===== src/hdl/wsaq_pkg.sv =====
// Package for the wrapped summed-area query unit.
// Holds shared types, register indexes and mode codes; no dependencies.
`default_nettype none

package wsaq_pkg;

	localparam int SumW = 48;

	typedef logic signed [10:0] coord_t;

	localparam coord_t BORDER = -11'sd1;

	localparam logic MODE_LOAD  = 1'b0;
	localparam logic MODE_QUERY = 1'b1;

	localparam logic CFG_GRID_COLS = 1'b0;
	localparam logic CFG_GRID_ROWS = 1'b1;

	localparam logic [2:0] STEP_LAST = 3'd7;

	// Up to two rectangles per query item.
	typedef struct packed {
		coord_t w0;
		coord_t e0;
		coord_t w1;
		coord_t e1;
		coord_t n;
		coord_t s;
		logic   two;
	} rect_pair_t;

	typedef struct packed {
		logic sub;
		logic zero;
	} pt_flags_t;

	typedef struct packed {
		logic [SumW-1:0] a;
		logic [SumW-1:0] b;
		logic            sub;
	} alu_req_t;

endpackage

`default_nettype wire


===== src/hdl/wsaq_alu.sv =====
// Shared 48-bit add/subtract unit used by both table build and query.
// Depends on wsaq_pkg.
`default_nettype none

module wsaq_alu (
	input  wire wsaq_pkg::alu_req_t          req,
	output logic [wsaq_pkg::SumW-1:0]        sum
);

	always_comb begin
		sum = req.a + (req.b ^ {wsaq_pkg::SumW{req.sub}}) + {{(wsaq_pkg::SumW-1){1'b0}}, req.sub};
	end

endmodule

`default_nettype wire


===== config.mk =====
export PLATFORM = sky130hd
export DESIGN_NAME = wsaq_alu
export DESIGN_NICKNAME = d
export VERILOG_FILES = /design/src/hdl/wsaq_pkg.sv /design/src/hdl/wsaq_alu.sv
export SDC_FILE = /design/constraint.sdc
export NUM_CORES = 1
export LEC_CHECK = 0
export BUFFER_PORTS_ARGS = -buffer_cell sky130_fd_sc_hd__buf_4
export CORE_MARGIN = 1
export CORE_UTILIZATION = 55
export DETAILED_ROUTE_END_ITERATION = 12
export PLACE_DENSITY = 0.89
export SLEW_MARGIN = 20
export SYNTH_ARGS = -nofsm -noshare
export SYNTH_HDL_FRONTEND = slang
export SYNTH_SLANG_ARGS = --single-unit

===== constraint.sdc =====
create_clock -name vclk -period 6.69
set_input_delay 0.669 -clock vclk [all_inputs]
set_output_delay 0.669 -clock vclk [all_outputs]
set_load 0.01 [all_outputs]

# Yosys cells after proc, flatten, opt, wreduce, memory -nomap -nowiden
# Index checks and enable logic that the tools add are counted.
# totals
ff_bits	0
in_bits	97
ramBits	0
latch_bits	0
rom_bits	0
n_memories	0
# classes
n_div	0
n_mux	0
n_bitwise	1
addsub	2
n_eq_ne	0
mul	0
order_cmp	0
shift	0
reduce_logical	0
# op_table
operator	n
$add 48x1->48	1
$add 48x48->48	1
$xor 48x48->48	1

# Depth between registers and ports, before layout
# depth
word_depth	3
depth_mapped	13
mapped_depth_nobuf	11

# Least setup slack after synthesis
# No wires, ideal clock.
# synth_path
kind	in2out
startpoint	input req[0] (netlist name)
endpoint	output sum[44] (netlist name)
stages	12
n_path_buf	2
slack_ns	2.068
arrival_time_ns	3.953
required_time_ns	6.021
cell_sequence	buf_1 > clkbuf_1 > xor2_1 > ha_1 > and2b_1 > o2111ai_1 > a211oi_1 > or4_4 > a21o_2 > o211ai_4 > nor3_2 > or3b_1
# synth_between
elab_chain_cells	3
# synth_rtl
item	line	rtl
start, declared	wsaq_alu.sv:6	input wire wsaq_pkg::alu_req_t req,
$xor 48x48->48	wsaq_alu.sv:11	sum = req.a + (req.b ^ {wsaq_pkg::SumW{req.sub}}) + {{(wsaq_pkg::SumW-1){1'b0}}, req.sub};
$add 48x48->48	wsaq_alu.sv:11	
$add 48x1->48 (*)	wsaq_alu.sv:11	
end, declared	wsaq_alu.sv:7	output logic [wsaq_pkg::SumW-1:0] sum
# Mark *: on every way between the ends. The rest lies on a longest branch, timed or not.

# Worst setup path after layout
# layout_path
startpoint	input req[0] (netlist name)
endpoint	output sum[47] (netlist name)
# The elaborated chain is that of the path after synthesis.

==> results.json <==
{
  "synth_mux_area_share_pct": 0.902,
  "cts_resized": 0,
  "gr-usage-met2_pct": 55.7,
  "grt_setup_unrepaired": "false",
  "drive_above_1_share_pct": 26.2,
  "utilization_pct": 77.7,
  "grt_pass1_wl_mm": 15.7,
  "synth_top_family_by_area": "compound AO/OA/AOI/OAI gates",
  "synth-xor-area-share_pct": 23.7,
  "avgRoutedWirePerCell_um": 15.3,
  "outcome": "finished, final reports clean",
  "dieWidth_um": 79.8,
  "grt_max_degree": 49,
  "area_delta_synth_final_pct": 32.5,
  "die_y_um": 79.8,
  "viasPerCell": 5.98,
  "routed_wl_mm": 10.2,
  "first_iter_violations": 250,
  "synth_top_area_cell": "ha_1",
  "synth_nets": 620,
  "synth_cells": 473,
  "min_period_ns": 4.97,
  "yosys_warnings": 0,
  "met3_usage_pct": 1.37,
  "hpwl_mm": 8.47,
  "yosys.area_share.simple_pct": 20.2,
  "worst_pin_slew_ns": 0.763,
  "dp.cells": 664,
  "fin_tns_setup_ns": 0,
  "coreArea_um2": 5680,
  "holdPathStages": 3,
  "crit_path_end_kind": "primary output",
  "num-fill-cells": 466,
  "pin_count": 145,
  "clock.fmax_ghz": 0.201,
  "fin_cells": 664,
  "synth_area_per_cell_um2": 7.04,
  "synth.area.top_cells": "ha_1 (18%), xor2_1 (16%), xnor2_1 (8.2%), a21oi_1 (6.6%), a21o_1 (5.9%)",
  "post-route-period-util_pct": 74.2,
  "holdWs_ns": 1.62,
  "crit_path_start_kind": "primary input",
  "initial_core_util_pct": 58.6,
  "dieArea_um2": 6370,
  "synthAdderAreaFrac_pct": 19.0,
  "antenna_found_initial": 0,
  "globalRouteMet1Util_pct": 38.2,
  "yosysSeqAreaShare_pct": 0,
  "nClkBuffers": 0,
  "grt_remaining_overflow": 0,
  "antenna_cells": 0,
  "ant_nets": 0,
  "drc_errors": 0,
  "hold_violations": 0,
  "cts_hold_buf": 0,
  "cp_max_fo": 48,
  "dr.pass1.iters": 5,
  "yosysMostFrequentCell": "xor2_1",
  "finalWorstSetupSlack_ns": 1.72,
  "post_cts_buffers": 0,
  "place_ws_ns": 1.86,
  "flops_and_latches": 0,
  "vias": 3971,
  "io_buffer_count": 145,
  "relSlewSlack_pct": 49.1,
  "leakage_nw": 2.21,
  "ff_latch_area_um2": 0,
  "synth-compound-area-share_pct": 31.2,
  "grt_usage_pct": 29.8,
  "place_congestion": 0.930,
  "synth_common_cells": "xor2_1 (59), ha_1 (49), a21oi_1 (44)",
  "powerDensity_nw_per_um2": 166,
  "crit_required_ns": 6.02,
  "worstSetupPathType": "primary input to primary output",
  "rows": 27,
  "synth_top_area_share_pct": 18.4,
  "netlist_area_um2": 3330,
  "setup_viol": 0,
  "min-delay-path-class": "primary input to primary output",
  "drv_cap": 0,
  "crit_arrival_ns": 4.30,
  "ys_types": 56,
  "top_usage_layer": "met2",
  "maxSlewViolCount": 0,
  "ir_drop_mv": 0.103,
  "final_nets": 741,
  "first_global_vias": 3598
}
## final cells by class
class	instances	area [um2]	share of cell area [%]
multi-input combinational	429	3160	71.7
tap	72	90.1	2.04
timing repair buffer	145	1090	24.7
inverter	18	67.6	1.53
## worst paths after layout
check / start / to / slack, ns
setup / recovery: req[0] / sum[47] / 1.72
hold / removal: req[49] / sum[0] / 1.62
## per-layer routing
| metal | share of wire (%) | vias to the layer above |
|---|---|---|
| met3 | 7.6 | 6 |
| met4 | 0.58 | 0 |
| li1 | - | 1965 |
| met5 | 0 | - |
| met2 | 49 | 196 |
| met1 | 43 | 1804 |
## metrics by stage
stage	instance area [um2]	total power [mW]
detailed placement	4410	0.719
CTS	4410	0.722
global route	4410	0.786
floorplan	3330	0.442
finish	4410	0.730
global placement	4410	0.705
## kinds of logic after synthesis
family | Yosys count
AO/OA/AOI/OAI | 154
XOR/XNOR | 90
adder cells (fa/ha/maj) | 50
buffers and inverters | 44
multiplexers | 3
AND/OR/NAND/NOR | 132
## cells in the final DEF, fill, tap and decap left out, drive strengths merged, types with 5 or more instances in the layout
cell type,synthesis,routed
buf,2,145
xnor2,31,31
xor2,59,59
a21o,28,28
o21a,6,6
o21bai,10,10
inv,18,18
nor3,10,10
nor2,25,25
o211ai,5,5
o21ai,21,21
a21oi,44,44
and2,8,8
nand2,35,35
nand3,17,17
ha,49,49
nand4,12,12
## power breakdown
part / switching, mW / leakage (nW) / internal, mW
sequential: 0 / 0 / 0
combinational: 0.382 / 2.21 / 0.348
clock: 0 / 0 / 0
total: 0.382 / 2.21 / 0.348
## critical path, stage by stage
cell	delay (ns)
buf_4	0.58
xor2_1	0.28
ha_1	0.30
a21oi_1	0.21
o21ai_0	0.18
or3_1	0.38
o21ai_0	0.54
o21ba_2	0.31
o21ai_0	0.14
a221oi_1	0.38
xnor2_1	0.16
buf_4	0.14
(Power assumes the default switching activity.)
