**config.mk**
```make
export PLATFORM = sky130hd
export DESIGN_NAME = wsaq_point
export DESIGN_NICKNAME = d
export VERILOG_FILES = /design/src/hdl/wsaq_pkg.sv /design/src/hdl/wsaq_point.sv
export SDC_FILE = /design/constraint.sdc
export NUM_CORES = 1
export LEC_CHECK = 0
export ABC_AREA = 1
export BUFFER_PORTS_ARGS = -buffer_cell sky130_fd_sc_hd__buf_4
export CORE_ASPECT_RATIO = 1.25
export CORE_MARGIN = 4
export CORE_UTILIZATION = 44
export DETAILED_ROUTE_END_ITERATION = 10
export GPL_TIMING_DRIVEN = 0
export PLACE_DENSITY_LB_ADDON = 0.12
export SYNTH_ARGS = -nofsm -noshare
export SYNTH_HDL_FRONTEND = slang
export SYNTH_SLANG_ARGS = --single-unit
```
**constraint.sdc**
```tcl
create_clock -name vclk -period 2.97
set_input_delay 0.4455 -clock vclk [all_inputs]
set_output_delay 0.4455 -clock vclk [all_outputs]
set_load 0.005 [all_outputs]
```
**src/hdl/wsaq_pkg.sv**
```systemverilog
// Package for the wrapped summed-area query unit.
// Holds shared types, register indexes and mode codes; no dependencies.
`default_nettype none

package wsaq_pkg;

	localparam int SumW = 48;

	typedef logic signed [10:0] coord_t;

	localparam coord_t BORDER = -11'sd1;

	localparam logic MODE_LOAD  = 1'b0;
	localparam logic MODE_QUERY = 1'b1;

	localparam logic CFG_GRID_COLS = 1'b0;
	localparam logic CFG_GRID_ROWS = 1'b1;

	localparam logic [2:0] STEP_LAST = 3'd7;

	// Up to two rectangles per query item.
	typedef struct packed {
		coord_t w0;
		coord_t e0;
		coord_t w1;
		coord_t e1;
		coord_t n;
		coord_t s;
		logic   two;
	} rect_pair_t;

	typedef struct packed {
		logic sub;
		logic zero;
	} pt_flags_t;

	typedef struct packed {
		logic [SumW-1:0] a;
		logic [SumW-1:0] b;
		logic            sub;
	} alu_req_t;

endpackage

`default_nettype wire

```
**src/hdl/wsaq_point.sv**
```systemverilog
// Corner generator: maps a query step to a clamped table address and sign.
// Depends on wsaq_pkg.
`default_nettype none

module wsaq_point #(
	parameter int ColW = 8,
	parameter int RowW = 8
) (
	input  wire logic [2:0]               step,
	input  wire wsaq_pkg::rect_pair_t     rects,
	input  wire logic [8:0]               cols,
	input  wire logic [8:0]               rows,
	output logic [RowW+ColW-1:0]          addr,
	output wsaq_pkg::pt_flags_t           flags
);

	wsaq_pkg::coord_t x;
	wsaq_pkg::coord_t y;
	wsaq_pkg::coord_t cs;
	wsaq_pkg::coord_t rs;
	wsaq_pkg::coord_t xc;
	wsaq_pkg::coord_t yc;

	always_comb begin
		cs = $signed({2'b00, cols});
		rs = $signed({2'b00, rows});
		// corners: (E,S)+ (E,N)- (W,S)- (W,N)+
		if (step[1]) begin
			x = step[2] ? rects.w1 : rects.w0;
		end else begin
			x = step[2] ? rects.e1 : rects.e0;
		end
		y = step[0] ? rects.n : rects.s;
		flags.sub  = step[1] ^ step[0];
		flags.zero = (x < 0) || (y < 0) || (step[2] && !rects.two);
		xc = (x >= cs) ? cs - 11'sd1 : x;
		yc = (y >= rs) ? rs - 11'sd1 : y;
		addr = {RowW'($unsigned(yc)), ColW'($unsigned(xc))};
	end

endmodule

`default_nettype wire

```
---- After elaboration in Yosys (flattened, before gate mapping) ----
Index checks and enable logic that the tools add are counted.
word-level totals
  register bits ........................... 0
  input port bits ......................... 88
  output and inout port bits .............. 18
  logic and storage cells ................. 17
cells by class
  $add $sub $neg .......................... 2
  order comparisons ....................... 4
  multiplexer cells ....................... 6
  bitwise gates (word level) .............. 1
  reductions and logical operators ........ 4
operators by type and width
  kind                                                                    number
  11-bit two-way mux                                                      4
  11-bit by 10-bit greater-or-equal comparator with 1-bit output          2
  11-bit by 1-bit < comparator with 1-bit output (second input constant)  2
  8-bit two-way mux                                                       2
  8-bit by 1-bit subtractor with 8-bit output (second input constant)     2
  1-bit logical OR                                                        2
  1-bit logical AND                                                       1
  1-bit logical NOT                                                       1
  1-bit XOR                                                               1

---- Depth between registers and ports, before layout ----
Gate-level depths: netlist of run 1.
  depth in word-level cells ............... 5
  depth in mapped cells ................... 17

---- Least setup slack after synthesis of run 1 ----
No wires, ideal clock.
  path kind ............................... input-to-output
  start ................................... input step[2]
  end ..................................... output addr[0]
  arrival ................................. 2.081 ns
  required time ........................... 2.525 ns
  path slack .............................. 0.443 ns
  stages on the path ...................... 15
  path buffers ............................ 2
  cell sequence ........................... inv_2 -> buf_2 -> buf_2 -> nor2_1 -> o22ai_1 -> ha_1 -> nand2_1 -> inv_2 -> nand4_1 -> nand2_1 -> a21oi_1 -> nand2_2 -> nand2_2 -> nand2_1 -> nand2_1
on the way
  cells in the longest elaborated chain, start to end .. 4
ends and longest elaborated chain
  what                                                            RTL line                            RTL
  start: declaration                                              wsaq_point.sv:9                     input wire logic [2:0] step,
  11-bit two-way mux, on equally long branches                    wsaq_point.sv:31, wsaq_point.sv:29
  11-bit two-way mux (*)                                          wsaq_point.sv:28                    if (step[1]) begin
  11-bit by 10-bit greater-or-equal comparator with 1-bit output  wsaq_point.sv:36                    xc = (x >= cs) ? cs - 11'sd1 : x;
  8-bit two-way mux (*)                                           wsaq_point.sv:36
  end: declaration                                                wsaq_point.sv:13                    output logic [RowW+ColW-1:0] addr,
Every way passes the cells marked *; elsewhere a longest branch is shown, timed or not.

---- Worst setup path in the final report of run 1 ----
  start ................................... input step[2]
  end ..................................... output addr[7]
The elaborated chain is that of the path after synthesis.

==> results of run 1 <==
==> metal layers <==
metal	vias up	wire (um)	track usage, %
li1	1106	-	-
met1	989	1779	21.22
met2	84	2887	45.54
met3	19	356	2.988
met4	0	193	5.783
met5	-	0	0
==> path summary, 6_finish.rpt <==
kind	start	to
max	step[2]	addr[7]
min	rects[0]	flags[0]
==> area by class of cell <==
| type | count | area (um2) |
|---|---|---|
| buffer | 7 | 56.30 |
| fill | 305 | 810.8 |
| inverter | 36 | 143.9 |
| multi-input combinational | 229 | 1420 |
| tap | 37 | 46.29 |
| timing repair buffer | 107 | 803.3 |
==> per-stage QoR <==
stage          TNS, ns  setup slack [ns]  area (um2)
6_report             0            0.1072        2470
5_1_grt        -0.3149          -0.05471        2470
4_1_cts              0           0.03835        2406
3_5_place_dp    -1.806           -0.2347        2365
3_3_place_gp    -1.658           -0.2157        2365
2_1_floorplan        0            0.4434        1523
==> cell usage in the layout (no fill, tap or decap), types with 2 or more instances in the layout <==
cell type  count
o22ai_1        3
xor2_1        13
nand2_2       19
buf_4        109
nand4_1        5
nor2_2         3
ha_1          20
inv_1         29
buf_2          3
a21oi_1        8
nand3_1       24
nor2_1        20
o21ai_0       15
inv_4          2
nor3_1         4
o22ai_2        5
nand2_4        5
inv_2          4
nand2_1       74
==> cells by family (layout without fill, tap and decap cells) <==
logic type / Yosys count / after routing / synth area share, %
simple gates: 158 / 159 / 50.21
fa+ha+maj: 20 / 20 / 16.43
compound gates: 37 / 37 / 13.56
xor+xnor: 13 / 13 / 7.477
buf+inv: 45 / 150 / 12.32
==> worst max-delay path, delay by kind of cell <==
family                   cells  cell delay [ns]
AO/OA/AOI/OAI                3             0.41
adder cells (fa/ha/maj)      1             0.32
buffers and inverters        5             0.63
AND/OR/NAND/NOR              7             0.61
==> power by group through the flow <==
stage | clock network, mW | registers, mW | logic [mW]
after floorplan | 0 | 0 | 0.223
after global placement | 0 | 0 | 0.409
after detailed placement | 0 | 0 | 0.419
after CTS | 0 | 0 | 0.430
after global routing | 0 | 0 | 0.493
final | 0 | 0 | 0.445
==> repair_timing <==
action,CTS,global route
resized for setup,9,16
pin swaps,1,5
gates cloned,1,0
setup buffers,0,1
endpoints found under the setup margin,8,8
==> metrics, run 1 <==
number of clock buffers in the layout=0; total power=about 0.44 mW; fraction of layout cells with a size suffix above 1=~42%; logic gate share of total power=100.0%; sequential area share after synthesis=0%; endpoints failing hold=0; Worst setup EP type=output port; crit path time final=roughly 2.9 ns; initial antenna violation count=0; relative slew slack=82.33%; switch share=between 40% and 50%; Syn Nets=between 300 and 400; DP Cell Count=416; WHS=1.174 ns; max incr delay on CP=0.32 ns; Synth area leader=nand2_1; Post-Syn Area per Cell=5.578 um2; worst IR drop on VDD=136.9 uV; gr usage total=21.93%; Antenna Nets Post-Route=0; Max Cap Viol=0; WP data required=2.52 ns; cts hold-fix bufs=0; outcome=finished clean; Area Overhead vs Synth=62.20%; synth top area cells=nand2_1, ha_1, nand3_1; sequential cell count=0; switching pwr=roughly 0.22 mW; global-route wire length before repair=between 7000 and 8000 um; Reg area=0 um2; Max FO, Critical Path=10; Core ar.=between 3000 and 4000 um2; Mapped Cells=273; total die area=4472 um2; Total Routed Length=5216 um; die width=~60 um; CP Class=input pin to output port; drt first pass iters=4; Cell Rows=23; final cell count without fillers=between 400 and 500; port bufs=roughly 110; critical path arrival=~2.4 ns; CP Launch Type=input pin; Slew @ Worst Pin=roughly 0.27 ns; # IOs=between 100 and 150; Finished Core Util=75.29%; Cell variety after synth=29; leakage power total=1.420 nW; number of remaining DRC errors=0; Die Y=roughly 74 um; PD cells=180.0 nW/um2; largest net degree at the start of global routing=15; via count=2198; fmax=349.3 MHz; final net count=489; share of the synthesized area in the top cell type=18.49%; number of diodes=0; Post-synth top cells=nand2_1, inv_1, nand3_1, nor2_1, ha_1; Syn. warnings=0; post-detail-place hpwl=4444 um; most frequent cell after synthesis=nand2_1; initial core utilization=roughly 46%; 1st-iter DRT viols=78; Clock Power Share=0%; final setup fails=0; cell-by-cell trace of the critical path=buf_4 -> buf_4 -> buf_8 -> o21ai_4 -> o22ai_2 -> ha_1 -> nand2_1 -> inv_1 -> nand4_1 -> nand2_2 -> a21oi_4 -> nand2_4 -> nand2_4 -> nand2_1 -> nand2_1 -> buf_4; internal power=0.2251 mW; max-slew violations=0; Seq pwr share=0%; min-delay worst type=input pin to output port; Synth Cell Area=~1500 um2; wire per inst=12.54 um; period utilization=about 96%; gp weighted congestion=0.8677; vias in the first global route=2040; Avg Vias per Cell=between 5 and 6; GRT overflow=0; WHS Path Cells=3; Worst path slowest cell=ha_1
(Power assumes the default switching activity.)
==> run 2: changes to the inputs <==
--- a/config.mk
+++ b/config.mk
@@ -11,8 +11,7 @@
 export CORE_MARGIN = 4
 export CORE_UTILIZATION = 44
 export DETAILED_ROUTE_END_ITERATION = 10
-export GPL_TIMING_DRIVEN = 0
-export PLACE_DENSITY_LB_ADDON = 0.12
+export PLACE_DENSITY = 0.85
 export SYNTH_ARGS = -nofsm -noshare
 export SYNTH_HDL_FRONTEND = slang
 export SYNTH_SLANG_ARGS = --single-unit
==> metrics, run 2 (synthesis gave the netlist of run 1 again) <==
initial antenna violation count=0; via count=2124; initial core utilization=46.41%; outcome=finished clean; Avg Vias per Cell=5.168; cts hold-fix bufs=0; M2 GR Usage=~46%; crit path time final=2.757 ns; die width=~60 um; total power=0.4213 mW; fraction of layout cells with a size suffix above 1=39.04%; fmax=362.7 MHz; Antenna Nets Post-Route=0; gp weighted congestion=between 0.8 and 0.9; max-slew violations=0; switch share=49.08%; switching pwr=0.2068 mW; CP Class=input pin to output port; GRT overflow=0; total die area=4472 um2; PD cells=between 150 and 200 nW/um2; most common cell after layout, fill and taps aside=buf_4; Max FO, Critical Path=14; worst IR drop on VDD=115.7 uV; endpoints failing hold=0; drt first pass iters=4; CP Launch Type=input pin; vias in the first global route=1958; Reg area=0 um2; Max Cap Viol=0; setup TNS=0 ns; GRT busiest layer=met2; Core ar.=3281 um2; relative slew slack=72.63%; Cell Rows=23; number of clock buffers in the layout=0; logic gate share of total power=100.0%; global-route wire length before repair=8238 um; 1st-iter DRT viols=96; wire per inst=12.77 um; gr usage total=22.84%; post-detail-place hpwl=4618 um; leakage power total=1.373 nW; final setup fails=0; port bufs=106; final net count=484; most frequent cells in the layout=buf_4, nand2_1, inv_1; number of diodes=0; Slew @ Worst Pin=about 0.41 ns; GR Layer Usage met3=2.460%; # IOs=about 110; critical path arrival=2.31 ns; sequential cell count=0; Area Overhead vs Synth=55.55%; Clock Power Share=0%; Worst setup EP type=output port; min-delay worst type=input pin to output port; period utilization=92.84%; WP data required=2.52 ns; Seq pwr share=0%; Total Routed Length=5249 um; internal power=between 0.2 and 0.25 mW; Die Y=~74 um; largest net degree at the start of global routing=24; number of remaining DRC errors=0; met1 usage=24.43%
[run 2: cell types whose count changed in the layout (fill, tap and decap cells not counted), moves of 2 or more]
cell	previous run	this run
o22ai_2	5	0
buf_2	3	0
o22ai_1	3	8
o21ai_1	1	3
[run 2: worst max-delay path: stages]
cell and delay (ns):
buf_4 0.16, buf_6 0.17, o21ai_0 0.10, o22ai_1 0.24
ha_1 0.29, nand2_1 0.07, inv_2 0.04, nand4_1 0.08
nand2_1 0.06, a21oi_2 0.16, nand2_4 0.10, nand2_2 0.15
nand2_1 0.07, nand2_1 0.07, buf_4 0.11
[run 2: area by class of cell]
cell class	instances	area, um2
Fill cell	324	912.1
Tap cell	37	46.29
Multi-Input combinational cell	228	1346
Timing Repair Buffer	110	829.5
Inverter	36	146.4
[run 2: repair_timing]
| item | CTS | global route |
|---|---|---|
| resized for setup | 0 | 10 |
| endpoints found under the setup margin | 0 | 8 |
| setup buffers | 0 | 1 |
[run 2: per-layer routing]
layer,vias to the layer above,part of all wire [%]
met5,-,0
met4,0,1.3
li1,1095,-
met3,6,8.3
met2,87,54
met1,936,36
[run 2: power groups by stage]
stage | logic, mW | registers [mW] | clock network [mW]
after floorplan | 0.223 | 0 | 0
after global placement | 0.406 | 0 | 0
after detailed placement | 0.413 | 0 | 0
after CTS | 0.415 | 0 | 0
after global routing | 0.473 | 0 | 0
final | 0.421 | 0 | 0
[run 2: metrics by stage]
step	hold WS [ns]	cells	instance area, um2	utilization, %	worst slack [ns]
finish	1.219	411	2369	72.20	0.2126
detailed placement	1.206	410	2337	71.24	0.09624
floorplan	0.9661	273	1523	-	0.4434
global placement	1.177	410	2337	71.24	0.1018
CTS	1.206	410	2337	71.24	0.08016
global route	1.205	411	2369	72.20	-0.01403
[run 2: path summary, 6_finish.rpt]
path | start | slack (ns) | cells after the start | endpoint
setup / recovery | step[2] | 0.21 | 15 | addr[1]
hold / removal | rects[0] | 1.22 | 3 | flags[0]
